## config.mk

```make
export PLATFORM = sky130hd
export DESIGN_NAME = sewt_front
export DESIGN_NICKNAME = d
export VERILOG_FILES = /design/src/hw/rtl/sewt_pkg.sv /design/src/hw/rtl/sewt_front.sv
export SDC_FILE = /design/constraint.sdc
export NUM_CORES = 1
export LEC_CHECK = 0
export ABC_AREA = 1
export BUFFER_PORTS_ARGS = -buffer_cell sky130_fd_sc_hd__buf_2
export CORE_AREA = 4 4 74 90
export DETAILED_ROUTE_END_ITERATION = 8
export DIE_AREA = 0 0 78 94
export PLACE_DENSITY = 0.83
export SYNTH_ARGS = -nofsm -noshare
export SYNTH_HDL_FRONTEND = slang
export SYNTH_SLANG_ARGS = --single-unit
```

## constraint.sdc

```tcl
create_clock -name vclk -period 9.3
set_input_delay 1.395 -clock vclk [all_inputs]
set_output_delay 1.395 -clock vclk [all_outputs]
set_load 0.005 [all_outputs]
```

## src/hw/rtl/sewt_pkg.sv

```systemverilog
// ----------------------------------------------------------------------------
// sewt_pkg
// Shared types, constants and helpers of the symmetric edge weight table.
// ----------------------------------------------------------------------------
package sewt_pkg;

  // sizing
  localparam int MAX_POINTS  = 64;
  localparam int WEIGHT_BITS = 32;
  localparam int IDX_W       = 6;
  localparam int CNT_W       = 7;
  localparam int DIST_W      = 32;
  localparam int LIVE_MAX    = (MAX_POINTS < 64) ? MAX_POINTS : 64;
  localparam int PAIR_DEPTH  = MAX_POINTS * (MAX_POINTS - 1) / 2;
  localparam int SLOT_W      = $clog2(PAIR_DEPTH);
  localparam int PROD_W      = SLOT_W + 1;
  localparam int WORD_W      = WEIGHT_BITS + 1;
  localparam int QUEUE_DEPTH = 4;
  localparam int QUEUE_AW    = $clog2(QUEUE_DEPTH);

  // request codes
  localparam logic [1:0] REQ_ADD   = 2'd0;
  localparam logic [1:0] REQ_CHECK = 2'd1;
  localparam logic [1:0] REQ_LIST  = 2'd2;
  localparam logic [1:0] REQ_SKIP  = 2'd3;

  // result status codes
  localparam logic [1:0] STAT_OK    = 2'd0;
  localparam logic [1:0] STAT_NONE  = 2'd1;
  localparam logic [1:0] STAT_RANGE = 2'd2;

  typedef enum logic [1:0] {
    CMD_WRITE,
    CMD_CHECK,
    CMD_REPLY,
    CMD_LIST
  } cmd_kind_t;

  typedef enum logic [1:0] {
    BK_CLEAR,
    BK_IDLE,
    BK_CHECK,
    BK_LIST
  } back_state_t;

  typedef struct packed {
    logic [1:0]        req_type;
    logic [IDX_W-1:0]  first_index;
    logic [IDX_W-1:0]  second_index;
    logic [DIST_W-1:0] new_distance;
  } req_t;

  typedef struct packed {
    logic [1:0]        status;
    logic [DIST_W-1:0] found_distance;
    logic [IDX_W-1:0]  neighbor_index;
    logic              last;
  } rsp_t;

  typedef struct packed {
    cmd_kind_t              kind;
    logic [SLOT_W-1:0]      slot;
    logic [WEIGHT_BITS-1:0] weight;
    logic [1:0]             status;
    logic [IDX_W-1:0]       point;
    logic [CNT_W-1:0]       count;
  } cmd_t;

  // queue handshake seen by the back end
  typedef struct packed {
    logic empty;
    cmd_t head;
  } queue_out_t;

  // point count limited to what the store and index fields reach
  function automatic logic [CNT_W-1:0] live_count(input logic [CNT_W-1:0] pc);
    logic [CNT_W-1:0] lim;
    lim = CNT_W'(LIVE_MAX);
    return (pc > lim) ? lim : pc;
  endfunction

  // slot of the pair (lo, hi), lo < hi; the product is always even
  function automatic logic [SLOT_W-1:0] slot_of(input logic [IDX_W-1:0] lo,
                                                input logic [IDX_W-1:0] hi);
    logic [PROD_W-1:0] prod;
    prod = PROD_W'(lo) * (PROD_W'(2 * MAX_POINTS - 1) - PROD_W'(lo));
    return SLOT_W'(prod >> 1) + SLOT_W'(hi) - SLOT_W'(lo) - SLOT_W'(1);
  endfunction

endpackage

```

## src/hw/rtl/sewt_front.sv

```systemverilog
// ----------------------------------------------------------------------------
// sewt_front
// Request front end: range checks, pair ordering and slot calculation.
// ----------------------------------------------------------------------------
module sewt_front (
  input  logic                          in_valid,
  output logic                          in_stall,
  input  sewt_pkg::req_t                in_data,
  input  logic [sewt_pkg::CNT_W-1:0]    point_count,
  input  logic                          clearing,
  input  logic                          queue_full,
  output logic                          push,
  output sewt_pkg::cmd_t                cmd
);

  logic [sewt_pkg::CNT_W-1:0] live;
  logic [sewt_pkg::IDX_W-1:0] a_idx;
  logic [sewt_pkg::IDX_W-1:0] b_idx;
  logic [sewt_pkg::IDX_W-1:0] lo_idx;
  logic [sewt_pkg::IDX_W-1:0] hi_idx;
  logic                       a_oor;
  logic                       b_oor;
  logic                       keep;

  assign live   = sewt_pkg::live_count(point_count);
  assign a_idx  = in_data.first_index;
  assign b_idx  = in_data.second_index;
  assign a_oor  = sewt_pkg::CNT_W'(a_idx) >= live;
  assign b_oor  = sewt_pkg::CNT_W'(b_idx) >= live;
  assign lo_idx = (a_idx < b_idx) ? a_idx : b_idx;
  assign hi_idx = (a_idx < b_idx) ? b_idx : a_idx;

  // no word taken during the clearing pass or with the queue full
  assign in_stall = clearing | queue_full;
  assign push     = in_valid & ~in_stall & keep;

  // classify the word into a back-end command
  always_comb begin
    keep       = 1'b1;
    cmd.kind   = sewt_pkg::CMD_REPLY;
    cmd.slot   = sewt_pkg::slot_of(lo_idx, hi_idx);
    cmd.weight = sewt_pkg::WEIGHT_BITS'(in_data.new_distance);
    cmd.status = sewt_pkg::STAT_OK;
    cmd.point  = a_idx;
    cmd.count  = live;
    unique case (in_data.req_type)
      sewt_pkg::REQ_ADD, sewt_pkg::REQ_CHECK: begin
        if (a_oor || b_oor) begin
          cmd.status = sewt_pkg::STAT_RANGE;
        end else if (a_idx == b_idx) begin
          // self pair: add dropped, check answers ok with zero
          keep = (in_data.req_type == sewt_pkg::REQ_CHECK);
        end else if (in_data.req_type == sewt_pkg::REQ_ADD) begin
          cmd.kind = sewt_pkg::CMD_WRITE;
        end else begin
          cmd.kind = sewt_pkg::CMD_CHECK;
        end
      end
      sewt_pkg::REQ_LIST: begin
        if (a_oor) begin
          cmd.status = sewt_pkg::STAT_RANGE;
        end else begin
          cmd.kind = sewt_pkg::CMD_LIST;
        end
      end
      sewt_pkg::REQ_SKIP: begin
        keep = 1'b0;
      end
      default: begin
        keep = 1'b0;
      end
    endcase
  end

endmodule

```

==> run_results.csv <==
group,metric,value,unit
outcome,run_status,"finished clean",
timing,layout_setup_ws,0.650,ns
setup_path,critical_path_depth,32,
grt,grt_antenna_before_repair,0,
final_layout,areaGrowthSynthToFinish,1.62,%
yosys,synth.largest_area_cell,"ha_1",
grt,grt_pass1_wl,11000,µm
floorplan,die-height,94,µm
clocking,cts-resized-gates,0,
clocking,cts_setup_buffers,0,
routing,detailroute.via_count,2583,
routing,avgRoutedWirePerCell,12.2,µm
routing,number_of_drc_markers_after_the_initial_detailed_route_iteration,47,
grt,grt_max_degree,14,
floorplan,fp.dieArea,0.00733,mm²
setup_path,critPathMaxStageDelay,0.53,ns
yosys,post_synthesis_average_cell_area,7.00,µm²
setup_path,crit_path_start_kind,"primary input",
worst_hold_path,timing.hold.worst.class,"primary input to primary output",
setup_path,cp_slowest_cell,"fa_1",
routing,routed_wirelength,6270,µm
timing,final.period_utilization,93.0,%
yosys,syn-cell-area,0.00293,mm²
final_layout,antenna-diode-count,0,
timing,report.final.slew_viol_count,0,
grt,first_global_vias,2585,
timing,rsz0062_at_grt,"false",
grt,global_route.overflow_total,0,
yosys,yosysTopAreaCellShare,26.9,%
final_layout,final-seq-area,0,µm²
routing,detail_route.vias_per_cell,5.04,
place,dpl_worst_slack,0.628,ns
floorplan,start_util,50.1,%
run,timing.max_cap.violations,0,
floorplan,num_rows,31,
floorplan,io_pins,118,
yosys,syn-instance-count,419,
yosys,post_synth_num_cell_types,45,
place,hpwl,5660,µm
setup_path,cp_data_required_time,7.91,ns
setup_path,critPathKind,"primary input to primary output",
grt,grt_util_all_layers,17.4,%
setup_path,timing.critical_path.arrival,7.25,ns
setup_path,worst_setup_path_end_kind,"primary output",
final_layout,drive_above_1_share,20.7,%
floorplan,core_region_area,0.00586,mm²
yosys,synthMostInstantiatedCell,"nand2_1",
setup_path,critical_path.top_delay_family,"adder cells",
yosys,yosysWarnings,0,
routing,ant_nets,0,
clocking,cts_hold_buffers,0,
final_layout,clockBufferCount,0,
setup_path,endpoint,"cmd[56]",
place,port_buffers,53,
timing,setup-violations-final,0,
setup_path,critical_path.most_common_cell,"ha_1",
yosys,netlist_top_cells_area,"ha_1, buf_4, nand2_1",
setup_path,worstSetupStartpoint,"in_data[37]",
setup_path,worst-path-max-fanout,13,
setup_path,crit_buf_inv,8,
timing,fmaxAchievable,0.116,GHz
timing,finalHoldViolations,0,
routing,drtPass1Iterations,4,
final_layout,net_count_final,564,
final_layout,seq_cells,0,
place,finalWeightedCongestion,0.867,
yosys,seq_area_frac_synth,0,%
timing,timing.setup.tns,0,ns
floorplan,dieWidth,78,µm
routing,drc,0,
yosys,synthTopCellsByCount,"nand2_1, inv_1, ha_1, buf_4, nor2_1",
yosys,synth.net_count,551,
timing,period_minus_slack,8.65,ns
==> area by class of cell <==
cell class / count / area [µm²]
Inverter: 73 / 277
Fill cell: 596 / 2880
Multi-Input combinational cell: 304 / 2330
Tap cell: 82 / 103
Timing Repair Buffer: 53 / 265
==> metal layers <==
layer	up-vias	GRT usage, %	part of all wire, %	wire (µm)
met5	-	0	0	0
met4	0	2.77	0.81	51
met3	10	2.40	4.5	282
met2	61	32.9	51	3220
met1	1166	21.2	43	2710
li1	1346	-	-	-
==> metrics by stage <==
| step | hold slack [ns] | instance area, µm² | utilization [%] | instances |
|---|---|---|---|---|
| 3_3_place_gp | 2.79 | 2980 | 50.9 | 512 |
| 3_5_place_dp | 2.79 | 2980 | 50.9 | 512 |
| 5_1_grt | 2.79 | 2980 | 50.9 | 512 |
| 6_report | 2.79 | 2980 | 50.9 | 512 |
| 4_1_cts | 2.79 | 2980 | 50.9 | 512 |
| 2_1_floorplan | 2.83 | 2930 | - | 419 |
==> cells in the final DEF, fill, tap and decap left out, drive strengths merged <==
cell type	netlist	routed
or2	2	2
nand3	33	33
a31oi	1	1
o211ai	2	2
nor2	38	38
nand2	81	81
nand3b	3	3
fa	13	13
o21ai	11	11
xor2	11	11
a21boi	1	1
a22oi	2	2
nor3	1	1
ha	63	63
o22ai	1	1
inv	72	72
a211oi	2	2
buf	40	53
nand4	11	11
xnor2	4	4
a21oi	11	11
a21o	5	5
nor4	1	1
conb	1	1
o21bai	6	6
clkinv	1	1
==> how the worst min path moves through the flow <==
stage,start,endpoint,cells past startpoint
5_1_grt,in_data[1],cmd[16],0
2_1_floorplan,point_count[6],cmd[4],1
3_3_place_gp,in_data[15],cmd[30],0
3_5_place_dp,in_data[15],cmd[30],0
4_1_cts,in_data[15],cmd[30],0
6_report,in_data[1],cmd[16],0
==> cell families (layout without fill, tap and decap cells) <==
kind of cell    after synthesis  count (layout)  share of synthesized area (%)
fa+ha+maj                    76              76                           35.8
simple gates                170             170                           28.4
xor+xnor                     15              15                           4.74
other cells                   1               1                          0.128
compound gates               42              42                           10.6
buf+inv                     115             126                           20.4
Power is not shown: default switching activity piles up to over one toggle a cycle in this logic, so the estimate is an artifact.
