<file path="config.mk">
export PLATFORM = sky130hd
export DESIGN_NAME = sewt_queue
export DESIGN_NICKNAME = d
export VERILOG_FILES = /design/src/hw/rtl/sewt_pkg.sv /design/src/hw/rtl/sewt_queue.sv
export SDC_FILE = /design/constraint.sdc
export NUM_CORES = 1
export LEC_CHECK = 0
export CAP_MARGIN = 20
export CELL_PAD_IN_SITES_DETAIL_PLACEMENT = 1
export CELL_PAD_IN_SITES_GLOBAL_PLACEMENT = 1
export CORE_ASPECT_RATIO = 0.9
export CORE_MARGIN = 10
export CORE_UTILIZATION = 43
export CTS_CLUSTER_SIZE = 14
export DETAILED_ROUTE_END_ITERATION = 8
export DONT_BUFFER_PORTS = 1
export GPL_TIMING_DRIVEN = 0
export PLACE_DENSITY_LB_ADDON = 0.1
export SLEW_MARGIN = 25
export SYNTH_ARGS = -nofsm -noshare
export SYNTH_HDL_FRONTEND = slang
export SYNTH_SLANG_ARGS = --single-unit
export TNS_END_PERCENT = 20
</file>
<file path="constraint.sdc">
create_clock -name clk -period 2.6 [get_ports clk]
set_input_delay 0.39 -clock clk [delete_from_list [all_inputs] [get_ports clk]]
set_output_delay 0.39 -clock clk [all_outputs]
set_load 0.05 [all_outputs]
</file>
<file path="src/hw/rtl/sewt_pkg.sv">
// ----------------------------------------------------------------------------
// sewt_pkg
// Shared types, constants and helpers of the symmetric edge weight table.
// ----------------------------------------------------------------------------
package sewt_pkg;

  // sizing
  localparam int MAX_POINTS  = 64;
  localparam int WEIGHT_BITS = 32;
  localparam int IDX_W       = 6;
  localparam int CNT_W       = 7;
  localparam int DIST_W      = 32;
  localparam int LIVE_MAX    = (MAX_POINTS < 64) ? MAX_POINTS : 64;
  localparam int PAIR_DEPTH  = MAX_POINTS * (MAX_POINTS - 1) / 2;
  localparam int SLOT_W      = $clog2(PAIR_DEPTH);
  localparam int PROD_W      = SLOT_W + 1;
  localparam int WORD_W      = WEIGHT_BITS + 1;
  localparam int QUEUE_DEPTH = 4;
  localparam int QUEUE_AW    = $clog2(QUEUE_DEPTH);

  // request codes
  localparam logic [1:0] REQ_ADD   = 2'd0;
  localparam logic [1:0] REQ_CHECK = 2'd1;
  localparam logic [1:0] REQ_LIST  = 2'd2;
  localparam logic [1:0] REQ_SKIP  = 2'd3;

  // result status codes
  localparam logic [1:0] STAT_OK    = 2'd0;
  localparam logic [1:0] STAT_NONE  = 2'd1;
  localparam logic [1:0] STAT_RANGE = 2'd2;

  typedef enum logic [1:0] {
    CMD_WRITE,
    CMD_CHECK,
    CMD_REPLY,
    CMD_LIST
  } cmd_kind_t;

  typedef enum logic [1:0] {
    BK_CLEAR,
    BK_IDLE,
    BK_CHECK,
    BK_LIST
  } back_state_t;

  typedef struct packed {
    logic [1:0]        req_type;
    logic [IDX_W-1:0]  first_index;
    logic [IDX_W-1:0]  second_index;
    logic [DIST_W-1:0] new_distance;
  } req_t;

  typedef struct packed {
    logic [1:0]        status;
    logic [DIST_W-1:0] found_distance;
    logic [IDX_W-1:0]  neighbor_index;
    logic              last;
  } rsp_t;

  typedef struct packed {
    cmd_kind_t              kind;
    logic [SLOT_W-1:0]      slot;
    logic [WEIGHT_BITS-1:0] weight;
    logic [1:0]             status;
    logic [IDX_W-1:0]       point;
    logic [CNT_W-1:0]       count;
  } cmd_t;

  // queue handshake seen by the back end
  typedef struct packed {
    logic empty;
    cmd_t head;
  } queue_out_t;

  // point count limited to what the store and index fields reach
  function automatic logic [CNT_W-1:0] live_count(input logic [CNT_W-1:0] pc);
    logic [CNT_W-1:0] lim;
    lim = CNT_W'(LIVE_MAX);
    return (pc > lim) ? lim : pc;
  endfunction

  // slot of the pair (lo, hi), lo < hi; the product is always even
  function automatic logic [SLOT_W-1:0] slot_of(input logic [IDX_W-1:0] lo,
                                                input logic [IDX_W-1:0] hi);
    logic [PROD_W-1:0] prod;
    prod = PROD_W'(lo) * (PROD_W'(2 * MAX_POINTS - 1) - PROD_W'(lo));
    return SLOT_W'(prod >> 1) + SLOT_W'(hi) - SLOT_W'(lo) - SLOT_W'(1);
  endfunction

endpackage

</file>
<file path="src/hw/rtl/sewt_queue.sv">
// ----------------------------------------------------------------------------
// sewt_queue
// Short command queue between the front end and the back end.
// ----------------------------------------------------------------------------
module sewt_queue (
  input  logic                 clk,
  input  logic                 rst_n,
  input  logic                 push,
  input  sewt_pkg::cmd_t       cmd_in,
  input  logic                 pop,
  output logic                 full,
  output sewt_pkg::queue_out_t q_out
);

  sewt_pkg::cmd_t                entry_r [sewt_pkg::QUEUE_DEPTH];
  logic [sewt_pkg::QUEUE_AW-1:0] wr_ptr_r;
  logic [sewt_pkg::QUEUE_AW-1:0] wr_ptr_nxt;
  logic [sewt_pkg::QUEUE_AW-1:0] rd_ptr_r;
  logic [sewt_pkg::QUEUE_AW-1:0] rd_ptr_nxt;
  logic [sewt_pkg::QUEUE_AW:0]   count_r;
  logic [sewt_pkg::QUEUE_AW:0]   count_nxt;
  logic                          empty;

  assign empty      = (count_r == '0);
  assign full       = (count_r == (sewt_pkg::QUEUE_AW + 1)'(sewt_pkg::QUEUE_DEPTH));
  assign q_out.empty = empty;
  assign q_out.head  = entry_r[rd_ptr_r];

  // pointer and fill level update
  always_comb begin
    wr_ptr_nxt = push ? wr_ptr_r + 1'b1 : wr_ptr_r;
    rd_ptr_nxt = pop ? rd_ptr_r + 1'b1 : rd_ptr_r;
    count_nxt  = count_r;
    if (push && !pop) begin
      count_nxt = count_r + 1'b1;
    end else if (pop && !push) begin
      count_nxt = count_r - 1'b1;
    end
  end

  always_ff @(posedge clk) begin
    if (!rst_n) begin
      wr_ptr_r <= '0;
      rd_ptr_r <= '0;
      count_r  <= '0;
    end else begin
      wr_ptr_r <= wr_ptr_nxt;
      rd_ptr_r <= rd_ptr_nxt;
      count_r  <= count_nxt;
    end
  end

  // entry storage
  always_ff @(posedge clk) begin
    if (push) begin
      entry_r[wr_ptr_r] <= cmd_in;
    end
  end

  // queue never overrun or underrun
  a_no_overrun: assert property (@(posedge clk) disable iff (!rst_n)
    full |-> !push) else $error("push into full queue");
  a_no_underrun: assert property (@(posedge clk) disable iff (!rst_n)
    empty |-> !pop) else $error("pop from empty queue");

endmodule

</file>
==> impl_metrics.env <==
export IMPL_cp_cell_sequence="buf_1, buf_2, mux4_2"
export IMPL_cts_htree_levels=1
export IMPL_report_final_setup_viol=0
export IMPL_path_max_fanout=10
export IMPL_stdcell_count=758
export IMPL_whs_ns=0.0276
export IMPL_crit_path_top_delay_cell="mux4_2"
export IMPL_syn_avg_cell_area_um2=25.6
export IMPL_grt_max_degree=38
export IMPL_synthesis_nets=428
export IMPL_period_needed_ns=2.39
export IMPL_num_vias=3918
export IMPL_wl_um=17600
export IMPL_grt_overflow=0
export IMPL_synthCells=358
export IMPL_status="finished clean"
export IMPL_cts_buffers=27
export IMPL_worst_setup_path_end_kind="primary output"
export IMPL_die_h_um=159
export IMPL_yosysWarnings=0
export IMPL_drt_iter0_markers=164
export IMPL_grt_pass1_vias=4362
export IMPL_wl_per_cell_um=23.2
export IMPL_die_area_mm2=0.0276
export IMPL_placedCellCount=648
export IMPL_powerDensity_mw_per_mm2=879
export IMPL_max_vdd_ir_drop_mv=0.529
export IMPL_finalMaxSlewViolations=0
export IMPL_nets=522
export IMPL_critPathRequiredTime_ns=2.21
export IMPL_totalPowerFinal_mw=9.80
export IMPL_drive_above_1_share=0.261
export IMPL_port_buffers=0
export IMPL_grt_use_total=0.127
export IMPL_setup_tns_final_ns=0
export IMPL_crit_path_max_incr_delay_ns=0.53
export IMPL_worstSetupStartpointType="flip-flop"
export IMPL_layout_common_cells="edfxtp_1 (240), dlygate4sd3_1 (61), mux4_2 (60)"
export IMPL_gp_congestion=0.672
export IMPL_cts_clk_slew_worst_paths_ns=0.06
export IMPL_layout_commonest_cell="edfxtp_1"
export IMPL_setup_ws_ns=0.214
export IMPL_clk_path_buf_depth=3
export IMPL_worstPathArrival_ns=2.00
export IMPL_drc=0
export IMPL_finalHoldViolCount=0
export IMPL_dpl_cell_area_mm2=0.00964
export IMPL_cts_root_buf="clkbuf_16"
export IMPL_slew_headroom=0.428
export IMPL_fin_util=0.534
export IMPL_die_x_um=174
export IMPL_netlist_area_mm2=0.00918
export IMPL_firstDrtPassIters=4
export IMPL_ant_nets=0
export IMPL_hpwl_um=10800
export IMPL_min_path_type="primary input to flip-flop"
export IMPL_cts_tree="yes"
export IMPL_fin_crit_sh=0.918
export IMPL_cap_violations=0
export IMPL_area_growth_syn_to_layout_pct=21.5
export IMPL_worstMarginPinSlew_ns=0.855
export IMPL_std_cell_rows=50
export IMPL_grt_pass1_wl_um=26600
export IMPL_critical_path_class="flip-flop to primary output"
export IMPL_ios=126
export IMPL_ys_ff_latch=249
export IMPL_finalClockSkew_ns=0.00981
export IMPL_fin_area_mm2=0.0112
export IMPL_via_per_inst=5.17
export IMPL_power_leakage_nw=3.58
export IMPL_yosysSeqAreaShare=0.805
export IMPL_rsz0062_at_grt="false"
export IMPL_n_antenna_cell=0
export IMPL_clkSinkCount=249
export IMPL_antenna_found_initial=0
export IMPL_core_mm2=0.0209
export IMPL_initial_core_util=0.439
export IMPL_fmax_ghz=0.419
export IMPL_pre_cts_slack_ns=0.659
export IMPL_ys_types=22
export IMPL_worstSkewPairLatency_ns=0.51
[synth_stat cells (all sizes together)]
cell type	number	area share
nand2	1	0.00041
mux2i	2	0.0022
inv	4	0.0016
a21boi	1	0.00082
fa	1	0.0022
xnor2	2	0.0019
nor2b	2	0.0014
edfxtp	240	0.79
mux4	60	0.15
and2	9	0.0061
nor3	1	0.00054
nor3b	1	0.00082
dfxtp	9	0.020
xor2	3	0.0029
buf	15	0.019
or3	1	0.00068
o21ai	1	0.00054
ha	5	0.0068
[sequential cells by signal, indices dropped and copies added, names as in the netlist, named ones only]
register,cells
count_r,3
rd_ptr_r,2
entry_r,240
wr_ptr_r,2
[where the power goes]
group	internal, mW	leakage (nW)	total [mW]	switching, mW
clock	2.40	0.444	3.84	1.45
sequential	4.61	2.28	4.65	0.0487
combinational	0.387	0.854	1.30	0.917
[kinds of logic after synthesis]
logic type / count (synthesis) / synth area share
multiplexers: 62 / 0.149
adder cells (fa/ha/maj): 6 / 0.00900
AO/OA/AOI/OAI: 2 / 0.00136
flip-flops: 249 / 0.805
AND/OR/NAND/NOR: 15 / 0.00995
buffers and inverters: 19 / 0.0205
XOR/XNOR: 5 / 0.00477
[final cells by class]
| cell class | count | area (um^2) |
|---|---|---|
| multi-input combinational | 90 | 1620 |
| inverter | 4 | 15.0 |
| buffer | 15 | 173 |
| clock buffer | 32 | 694 |
| timing repair buffer | 65 | 698 |
| tap | 286 | 358 |
| clock inverter | 17 | 211 |
| sequential | 249 | 7390 |
| fill | 1825 | 9740 |
[per-layer routing]
layer,up-vias,wire length [um],track usage
li1,1711,-,-
met1,2079,7250,0.154
met2,101,8880,0.218
met3,27,1020,0.0358
met4,0,418,0.0354
met5,-,0,0
[critical path, delay by kind of cell, from the launching register on]
kind,cells,cell delay [ns]
buf+inv,2,0.63
flops,1,0.31
mux,1,0.53
[final timing paths]
path	cells past startpoint	from	slack, ns	to
setup / recovery	3	flip-flop	0.21	q_out[10]
hold / removal	1	rst_n	0.03	rd_ptr_r[1]
setup reg to reg	4	wr_ptr_r[0]	0.90	entry_r[0][51]
hold reg to reg	2	count_r[2]	0.56	count_r[2]
[timing repair]
action,in CTS,in global routing
endpoints found under the hold margin,245,0
setup endpoints to repair,0,0
gates resized for setup,0,0
hold buffers,61,0
setup buffers,0,0
Power figures use the tool's default switching activity.
